$ cat src/rtl/bdpc_pkg.sv
// Shared types and constants for the button debounce and press classifier.
`default_nettype none

package bdpc_pkg;

  localparam int unsigned TimeW  = 32;
  localparam int unsigned CfgW   = 16;
  localparam int unsigned InDW   = 40;  // raw_level + now_ms, padded to bytes
  localparam int unsigned OutDW  = 8;   // event_code, padded to a byte

  // Register indexes on the configuration port
  typedef enum logic [0:0] {
    REG_DEBOUNCE   = 1'b0,
    REG_LONG_PRESS = 1'b1
  } reg_idx_t;

  // Event codes carried in the result beat
  typedef enum logic [1:0] {
    EV_NONE       = 2'd0,
    EV_SHORT      = 2'd1,
    EV_LONG_START = 2'd2,
    EV_LONG_END   = 2'd3
  } event_t;

  localparam logic [CfgW-1:0] DebounceRst  = 16'd50;
  localparam logic [CfgW-1:0] LongPressRst = 16'd1000;

  // Timing thresholds handed from the register block to the classifier
  typedef struct packed {
    logic [CfgW-1:0] debounce_ms;
    logic [CfgW-1:0] long_press_ms;
  } cfg_t;

endpackage

`default_nettype wire

$ cat src/rtl/bdpc_cfg.sv
// Configuration registers: debounce time and long-press threshold.
`default_nettype none

module bdpc_cfg
  import bdpc_pkg::*;
(
  input  wire logic            clk,
  input  wire logic            rst,
  input  wire logic            cfg_we,
  input  wire logic [0:0]      cfg_addr,
  input  wire logic [CfgW-1:0] cfg_wdata,
  output cfg_t                 cfg
);

  cfg_t cfg_q;

  // Write-only register file, back to defaults on reset
  always_ff @(posedge clk) begin
    if (rst) begin
      cfg_q.debounce_ms   <= DebounceRst;
      cfg_q.long_press_ms <= LongPressRst;
    end else if (cfg_we) begin
      case (reg_idx_t'(cfg_addr))
        REG_DEBOUNCE:   cfg_q.debounce_ms   <= cfg_wdata;
        REG_LONG_PRESS: cfg_q.long_press_ms <= cfg_wdata;
        default: ;
      endcase
    end
  end

  assign cfg = cfg_q;

endmodule

`default_nettype wire

$ cat src/rtl/bdpc_classify.sv
// Debounce state and press classification, one sample per fire.
`default_nettype none

module bdpc_classify
  import bdpc_pkg::*;
(
  input  wire logic             clk,
  input  wire logic             rst,
  input  wire logic             fire,
  input  wire logic             raw_level,
  input  wire logic [TimeW-1:0] now_ms,
  input  cfg_t                  cfg,
  output event_t                event_code
);

  logic             previous_raw;
  logic             stable_level;
  logic [TimeW-1:0] change_time;
  logic [TimeW-1:0] press_start_time;
  logic             long_flagged;

  logic             stable_level_next;
  logic [TimeW-1:0] change_time_next;
  logic [TimeW-1:0] press_start_time_next;
  logic             long_flagged_next;

  logic [TimeW-1:0] since_change;
  logic [TimeW-1:0] held;
  logic [TimeW-1:0] held_after;
  logic [TimeW-1:0] debounce_w;
  logic [TimeW-1:0] long_w;
  logic             settled;
  logic             press;

  assign debounce_w = {{(TimeW-CfgW){1'b0}}, cfg.debounce_ms};
  assign long_w     = {{(TimeW-CfgW){1'b0}}, cfg.long_press_ms};

  // Any raw edge restarts the debounce window
  assign change_time_next = (raw_level != previous_raw) ? now_ms : change_time;
  assign since_change     = now_ms - change_time_next;
  assign settled          = since_change > debounce_w;
  assign held             = now_ms - press_start_time;

  // Stable-level transitions, then the long-press check on the updated state
  always_comb begin
    stable_level_next     = stable_level;
    press_start_time_next = press_start_time;
    long_flagged_next     = long_flagged;
    event_code            = EV_NONE;
    press                 = 1'b0;
    if (settled) begin
      if (raw_level != stable_level) begin
        stable_level_next = raw_level;
        if (!raw_level) begin
          press                 = 1'b1;
          press_start_time_next = now_ms;
          long_flagged_next     = 1'b0;
        end else if (held >= long_w) begin
          long_flagged_next = 1'b0;
          event_code        = EV_LONG_END;
        end else if (!long_flagged) begin
          event_code = EV_SHORT;
        end
      end
      // a fresh press has lasted zero ms so far
      if (!stable_level_next && !long_flagged_next && (held_after >= long_w)) begin
        long_flagged_next = 1'b1;
        event_code        = EV_LONG_START;
      end
    end
  end

  assign held_after = press ? '0 : held;

  // State update once per processed sample
  always_ff @(posedge clk) begin
    if (rst) begin
      previous_raw     <= 1'b1;
      stable_level     <= 1'b1;
      change_time      <= '0;
      press_start_time <= '0;
      long_flagged     <= 1'b0;
    end else if (fire) begin
      previous_raw     <= raw_level;
      stable_level     <= stable_level_next;
      change_time      <= change_time_next;
      press_start_time <= press_start_time_next;
      long_flagged     <= long_flagged_next;
    end
  end

endmodule

`default_nettype wire

$ cat src/rtl/button_debounce_press_classifier_top.sv
// Top level: stream ports, input and result registers around the classifier.
// Accepted samples pass the input register and classifier into the result register.
// Throughput: one sample per cycle unless m_tready stalls; a single classify stage.
// The input side keeps taking beats while a result waits, until both registers fill.
// Reset (rst, synchronous, active high) empties both registers, restores the
// debounce state to released and the thresholds to 50 ms and 1000 ms.
`default_nettype none

module button_debounce_press_classifier_top
  import bdpc_pkg::*;
(
  input  wire logic             clk,
  input  wire logic             rst,
  input  wire logic             s_tvalid,
  output      logic             s_tready,
  input  wire logic [InDW-1:0]  s_tdata,   // [0] raw_level, [32:1] now_ms, rest zero
  output      logic             m_tvalid,
  input  wire logic             m_tready,
  output      logic [OutDW-1:0] m_tdata,   // [1:0] event_code, rest zero
  input  wire logic             cfg_we,
  input  wire logic [0:0]       cfg_addr,
  input  wire logic [CfgW-1:0]  cfg_wdata
);

  cfg_t             cfg;
  logic             in_vld;
  logic             in_raw;
  logic [TimeW-1:0] in_now;
  logic             out_vld;
  event_t           out_ev;
  event_t           ev;
  logic             fire;

  bdpc_cfg u_cfg (
    .clk       (clk),
    .rst       (rst),
    .cfg_we    (cfg_we),
    .cfg_addr  (cfg_addr),
    .cfg_wdata (cfg_wdata),
    .cfg       (cfg)
  );

  // Stage advances when the result register is free or draining
  assign fire     = in_vld && (!out_vld || m_tready);
  assign s_tready = !in_vld || fire;

  // Input register
  always_ff @(posedge clk) begin
    if (rst) begin
      in_vld <= 1'b0;
    end else if (s_tready) begin
      in_vld <= s_tvalid;
    end
  end

  always_ff @(posedge clk) begin
    if (s_tvalid && s_tready) begin
      in_raw <= s_tdata[0];
      in_now <= s_tdata[TimeW:1];
    end
  end

  bdpc_classify u_classify (
    .clk        (clk),
    .rst        (rst),
    .fire       (fire),
    .raw_level  (in_raw),
    .now_ms     (in_now),
    .cfg        (cfg),
    .event_code (ev)
  );

  // Result register
  always_ff @(posedge clk) begin
    if (rst) begin
      out_vld <= 1'b0;
    end else if (fire) begin
      out_vld <= 1'b1;
    end else if (m_tready) begin
      out_vld <= 1'b0;
    end
  end

  always_ff @(posedge clk) begin
    if (fire) begin
      out_ev <= ev;
    end
  end

  assign m_tvalid = out_vld;
  assign m_tdata  = {{(OutDW-2){1'b0}}, out_ev};

endmodule

`default_nettype wire

$ cat config.mk
export PLATFORM = sky130hd
export DESIGN_NAME = button_debounce_press_classifier_top
export DESIGN_NICKNAME = d
export VERILOG_FILES = /design/src/rtl/bdpc_pkg.sv /design/src/rtl/bdpc_cfg.sv /design/src/rtl/bdpc_classify.sv /design/src/rtl/button_debounce_press_classifier_top.sv
export SDC_FILE = /design/constraint.sdc
export NUM_CORES = 1
export LEC_CHECK = 0
export BUFFER_PORTS_ARGS = -buffer_cell sky130_fd_sc_hd__buf_4
export CAP_MARGIN = 10
export CORE_UTILIZATION = 60
export CTS_CLUSTER_DIAMETER = 60
export CTS_CLUSTER_SIZE = 24
export DETAILED_ROUTE_END_ITERATION = 10
export HOLD_SLACK_MARGIN = 0.02
export PLACE_DENSITY = 0.76
export RECOVER_POWER = 50
export SLEW_MARGIN = 20
export SYNTH_ARGS = -nofsm -noshare
export SYNTH_HDL_FRONTEND = slang
export SYNTH_SLANG_ARGS = --single-unit
$ cat constraint.sdc
create_clock -name clk -period 21.8 [get_ports clk]
set_input_delay 1.09 -clock clk [delete_from_list [all_inputs] [get_ports clk]]
set_output_delay 1.09 -clock clk [all_outputs]
set_load 0.005 [all_outputs]
After elaboration in Yosys (flattened, before gate mapping) --
Cells that the tools add are included. Widths: inputs -> output; s select.
Storage, ports and cells: output and inout bits 10, input bits 62, logic and storage cells 59, register bits 136
Operators by class: order comparisons 3, $add $sub $neg 2, bitwise operators 4, equal/unequal tests 2, reduce and logical (&&, ||, !) cells 16, mux-type cells 19
Operators with widths (number):
- $ge 32x16->1 | 2
- $mux 32 | 2
- $sub 32x32->32 | 2
- $gt 32x16->1 | 1
- $mux 1 | 13
- $mux 2 | 4
- $reduce_and 2->1 | 3
- $logic_and 1x1->1 | 4
- $logic_not 1->1 | 4
- $not 1->1 | 4
- $reduce_and 4->1 | 1
- $reduce_or 4->1 | 1
- $logic_or 1x1->1 | 2
- $ne 1x1->1 | 2
- $reduce_bool 2->1 | 1

Logic depth before layout (Yosys ltp) --
word-level depth 10, gate-level depth with buffers 43, depth with buffers taken out 39

Modules after synthesis --
Synthesis repeated with hierarchy kept, for this count alone.
Second synthesis, totals: cells, all modules 1326, area total of the unflattened synthesis 10996.8 µm²
By module, submodules not included:
- bdpc_classify | cells an instance 1144, instances 1, seq. area each 1341.3 µm², area an instance 8411.8 µm²
- bdpc_cfg | cells an instance 130, instances 1, seq. area each 640.6 µm², area an instance 1381.3 µm²
- button_debounce_press_classifier_top | cells an instance 52, instances 1, seq. area each 1091.0 µm², area an instance 1203.7 µm²

Worst setup path before layout --
Ideal clock, no wire load.
kind reg2reg, from register in_raw, to register out_ev[1], data pin, buffers on the path 4, arrival time 7.563 ns, slack 13.980 ns, required time 21.543 ns, cell stages (with the launch flop) 44, period minus slack after synthesis 7.820 ns, library setup time 0.257 ns, path through edfxtp_1 > buf_2 > xnor2_1 > buf_2 > clkbuf_1 > nand2_1 > o21ai_0 > ha_1 > inv_1 > ha_1 > a21oi_2 > o22ai_4 > o211ai_2 > nand2_1 > nand2_1 > nand2_1 > a21o_1 > a21oi_1 > [8 not listed] > nand4_1 > or4_1 > buf_2 > nand2_1 > nand2b_1 > ha_1 > nand2b_1 > a21o_1 > a21o_1 > a21o_1 > a211oi_1 > o21bai_1 > a21oi_1 > o31ai_1 > a21o_1 > a21oi_1 > a21oi_1 > o2bb2ai_1
Between the ends: word-level cells in the longest chain between the ends 9, elaborated cells on any way between the ends 22, those cells by class add/sub: 1; order compare: 2; eq/ne: 2; mux: 13; reduce/logical: 4
RTL lines:
- start, declared | RTL line button_debounce_press_classifier_top.sv:27 | logic in_raw;
- start signal, assigned | RTL line button_debounce_press_classifier_top.sv:58 | in_raw <= s_tdata[0];
- $ne 1x1->1 (*) | RTL line bdpc_classify.sv:39 | assign change_time_next = (raw_level != previous_raw) ? now_ms : change_time;
- $mux 32 (*) | RTL line bdpc_classify.sv:39
- named net u_classify.change_time_next[0] | RTL line bdpc_classify.sv:23 | logic [TimeW-1:0] change_time_next;
- $sub 32x32->32 (*) | RTL line bdpc_classify.sv:40 | assign since_change = now_ms - change_time_next;
- $gt 32x16->1 (*) | RTL line bdpc_classify.sv:41 | assign settled = since_change > debounce_w;
- $mux 1 | RTL line bdpc_classify.sv:51 | if (settled) begin
- $mux 32 | RTL line bdpc_classify.sv:73 | assign held_after = press ? '0 : held;
- $ge 32x16->1 | RTL line bdpc_classify.sv:66 | if (!stable_level_next && !long_flagged_next && (held_after >= long_w)) begin
- $logic_and 1x1->1 | RTL line bdpc_classify.sv:66
- $mux 2 | RTL line bdpc_classify.sv:66
- end signal, assigned | RTL line button_debounce_press_classifier_top.sv:86 | out_ev <= ev;
- end, declared | RTL line button_debounce_press_classifier_top.sv:30 | event_t out_ev;
The timed path passes the listed nets; every way through them passes the cells marked *. The select of a mux whose other input is x is not followed. A chain may end at the register's enable or synchronous reset.

Worst setup path in the final report --
from register in_raw, to register out_ev[0], data pin
Between the ends: word-level cells in the longest chain between the ends 9, elaborated cells on any way between the ends 23, those cells by class add/sub: 1; order compare: 2; eq/ne: 2; mux: 10; bitwise: 3; reduce/logical: 5
RTL lines (RTL line):
- $ne 1x1->1 (*) | bdpc_classify.sv:39
- $mux 32 (*) | bdpc_classify.sv:39
- named net u_classify.change_time_next[0] | bdpc_classify.sv:23
- $sub 32x32->32 (*) | bdpc_classify.sv:40
- $gt 32x16->1 (*) | bdpc_classify.sv:41
- $mux 1 | bdpc_classify.sv:51
- $mux 32 | bdpc_classify.sv:73
- $ge 32x16->1 | bdpc_classify.sv:66
- $logic_and 1x1->1 | bdpc_classify.sv:66
- $reduce_or 4->1 (no source line) (*)
Marked as above.

==> out/results.ini <==
[logic_synthesis]
ys_async_sr_fraction = 0
synth_cell_type_count = 76
ys_seq_elements = 136
ys_warn_count = 0
synth_top_cell_area_share = 0.197
syn_area_um2 = 10300
synth_area_leaders = dfxtp_1 (20%), ha_1 (13%), edfxtp_1 (10%)
avgSynthCellArea_um2 = 8.16
synth_top_area_cell = dfxtp_1
synth_top_flop_cell = dfxtp_1
synthCells = 1261
synth_seq_area_share = 0.299
synth-edff-count = 35

[die]
fp.dieArea_um2 = 17700
rows = 47
core-area_um2 = 16600
num_io_pins = 72
die_h_um = 133
start_util = 0.618
die_x_um = 133

[finish]
drive_gt1_frac = 0.0770
antenna_cells = 0
instances_no_fill = 1518
stdcell_area_um2 = 11300
areaGrowthSynthToFinish_pct = 9.77
nets = 1451

[sta]
skew_ns = 0.00888
period_needed_ns = 8.89
maxSlewHeadroom = -1.20
setup_tns_ns = 0
tightest_slew_ns = 3.30
fmax_ghz = 0.112
drv_slew = 154
timing.final.crit_share = 0.408
rsz0062_at_grt = false
hold_viol = 0
timing.hold.ws_ns = 0.459
setup_viol = 0

[clock_network]
clockBufferDepth = 2
root_buffer = clkbuf_16
insertion_delay_ns = 0.42
cts_buffers = 17
cts.sinks = 136
htreeDepth = 4
post_cts_buffers = 0
cts_tree = built
ctsResizeCount = 0
hold_buffers = 0
clk_pin_slew_worst_paths_ns = 0.06

[worst_setup_path]
required_ns = 22.05
critPathSlowestCell = edfxtp_1
cp-start-kind = register
cp_common_cell = a21o_1
critPathCapture = out_ev[0]
crit_arrival_ns = 9.14
timing.rr.start = in_raw
cp-startpoint = in_raw
slowest_delay_ns = 0.75
setup.worst_path.end_class = register
r2r_cells = 40
r2r-end = out_ev[0]
ff2ff_setup_slack_ns = 12.91
critical_path_class = reg2reg
crit_fanout = 22

[global_routing]
grt_pass1_vias = 8394
track_usage = 0.296
grt_antenna_before_repair = 0
grt_max_degree = 74
grt_overflow = 0
grt_pass1_wl_um = 41500

[routing]
drtAntennaViolNets = 0
wl_um = 25300
via_count = 9025
drt-wirelength-per-cell_um = 16.7
firstDrtPassIters = 5
drtIter0Drc = 622
viasPerCell = 5.95
drcViolationCount = 0

[power]
vdd_drop_max_mv = 0.0601
p_leak_nw = 4.55
power_density_nw_per_um2 = 69.3

[place]
port_buffers = 58
place.gp.congestion = 0.923
placed_area_um2 = 10800
post-place-cells = 1486
dp_hpwl_um = 19200

[job]
cap_violations = 3

[run_status]
failed_checks = max-capacitance violations, max-slew violations
status = finished with violations

[min_path]
hp-class = reg2reg

registers in the layout (all words and copies together), names as in the netlist:
signal / count
in_now: 32
in_raw: 1
in_vld: 1
m_tvalid: 1
out_ev: 2
u_cfg.cfg: 32
u_classify.change_time: 32
u_classify.long_flagged: 1
u_classify.press_start_time: 32
u_classify.previous_raw: 1
u_classify.stable_level: 1
final cells by class:
class | count | area [um^2]
Clock inverter | 15 | 118
Sequential cell | 136 | 3070
Timing Repair Buffer | 62 | 447
Inverter | 93 | 349
Multi-Input combinational cell | 975 | 6600
Fill cell | 1406 | 5350
Clock buffer | 17 | 425
Tap cell | 220 | 275
where the power goes:
part	total [mW]	internal (mW)	switching, mW
Combinational	0.232	0.0975	0.134
Clock	0.265	0.148	0.117
Sequential	0.285	0.273	0.0129
how the worst min path moves through the flow:
| stage | startpoint | end | slack, ns | cells past startpoint |
|---|---|---|---|---|
| floorplan | u_cfg.cfg[10] | u_cfg.cfg[10] | 0.44 | 2 |
| global placement | u_cfg.cfg[2] | u_cfg.cfg[2] | 0.44 | 2 |
| CTS | u_cfg.cfg[2] | u_cfg.cfg[2] | 0.46 | 2 |
| detailed placement | u_cfg.cfg[2] | u_cfg.cfg[2] | 0.45 | 2 |
| finish | u_cfg.cfg[2] | u_cfg.cfg[2] | 0.46 | 2 |
| global route | u_cfg.cfg[2] | u_cfg.cfg[2] | 0.49 | 2 |
cells in the mapped netlist, types with 11 or more instances:
cell type / instances
nand2_1: 162
a21oi_1: 106
nor2_1: 104
ha_1: 103
dfxtp_1: 101
inv_1: 93
mux2i_1: 59
clkbuf_1: 43
a21o_1: 39
o21ai_0: 36
edfxtp_1: 35
a211oi_1: 31
xnor2_1: 29
and2_1: 24
nand4_1: 22
nand3_1: 19
nor2b_1: 19
xor2_1: 19
nand2b_1: 17
o211ai_1: 16
nor3_1: 11
cells by family after synthesis:
family                     synth area share
AOI/OAI and AO/OA                     0.212
xor gates and xnor gates             0.0425
adders and majority gates             0.135
buffers and inverters                0.0623
DFF                                   0.299
muxes                                0.0585
other                              0.000365
and+or+nand+nor                       0.191
layout by cell type (no fill, tap or decap), types with 35 or more instances in the layout:
cell type    n
ha_1       103
edfxtp_1    35
nor2_1     104
clkbuf_4    36
mux2i_1     59
nand2_1    162
a21o_1      39
dfxtp_1    101
o21ai_0     36
a21oi_1    106
inv_1       93
worst max-delay path, delay by kind of cell (launching register included):
family / cells / cell delay, ns
compound gates: 22 / 3.96
simple gates: 10 / 2.35
fa+ha+maj: 4 / 0.94
flops: 1 / 0.75
buf+inv: 2 / 0.36
xor+xnor: 2 / 0.33
per-layer routing:
metal | vias up | global-route usage | wire length (um)
met4 | 0 | 0.0926 | 491
met3 | 37 | 0.0513 | 1150
met2 | 206 | 0.468 | 11300
met5 | - | 0 | 0
met1 | 4209 | 0.411 | 12300
li1 | 4573 | - | -
per-stage QoR:
stage | util | worst slack (ns) | power, mW
6_report | 0.678 | 12.91 | 0.782
5_1_grt | 0.678 | 11.97 | 0.826
4_1_cts | 0.680 | 12.89 | 0.782
3_5_place_dp | 0.647 | 12.94 | 0.518
3_3_place_gp | 0.647 | 13.00 | 0.513
2_1_floorplan | - | 13.98 | 0.463
No activity file was read; power rests on OpenSTA's default activity.
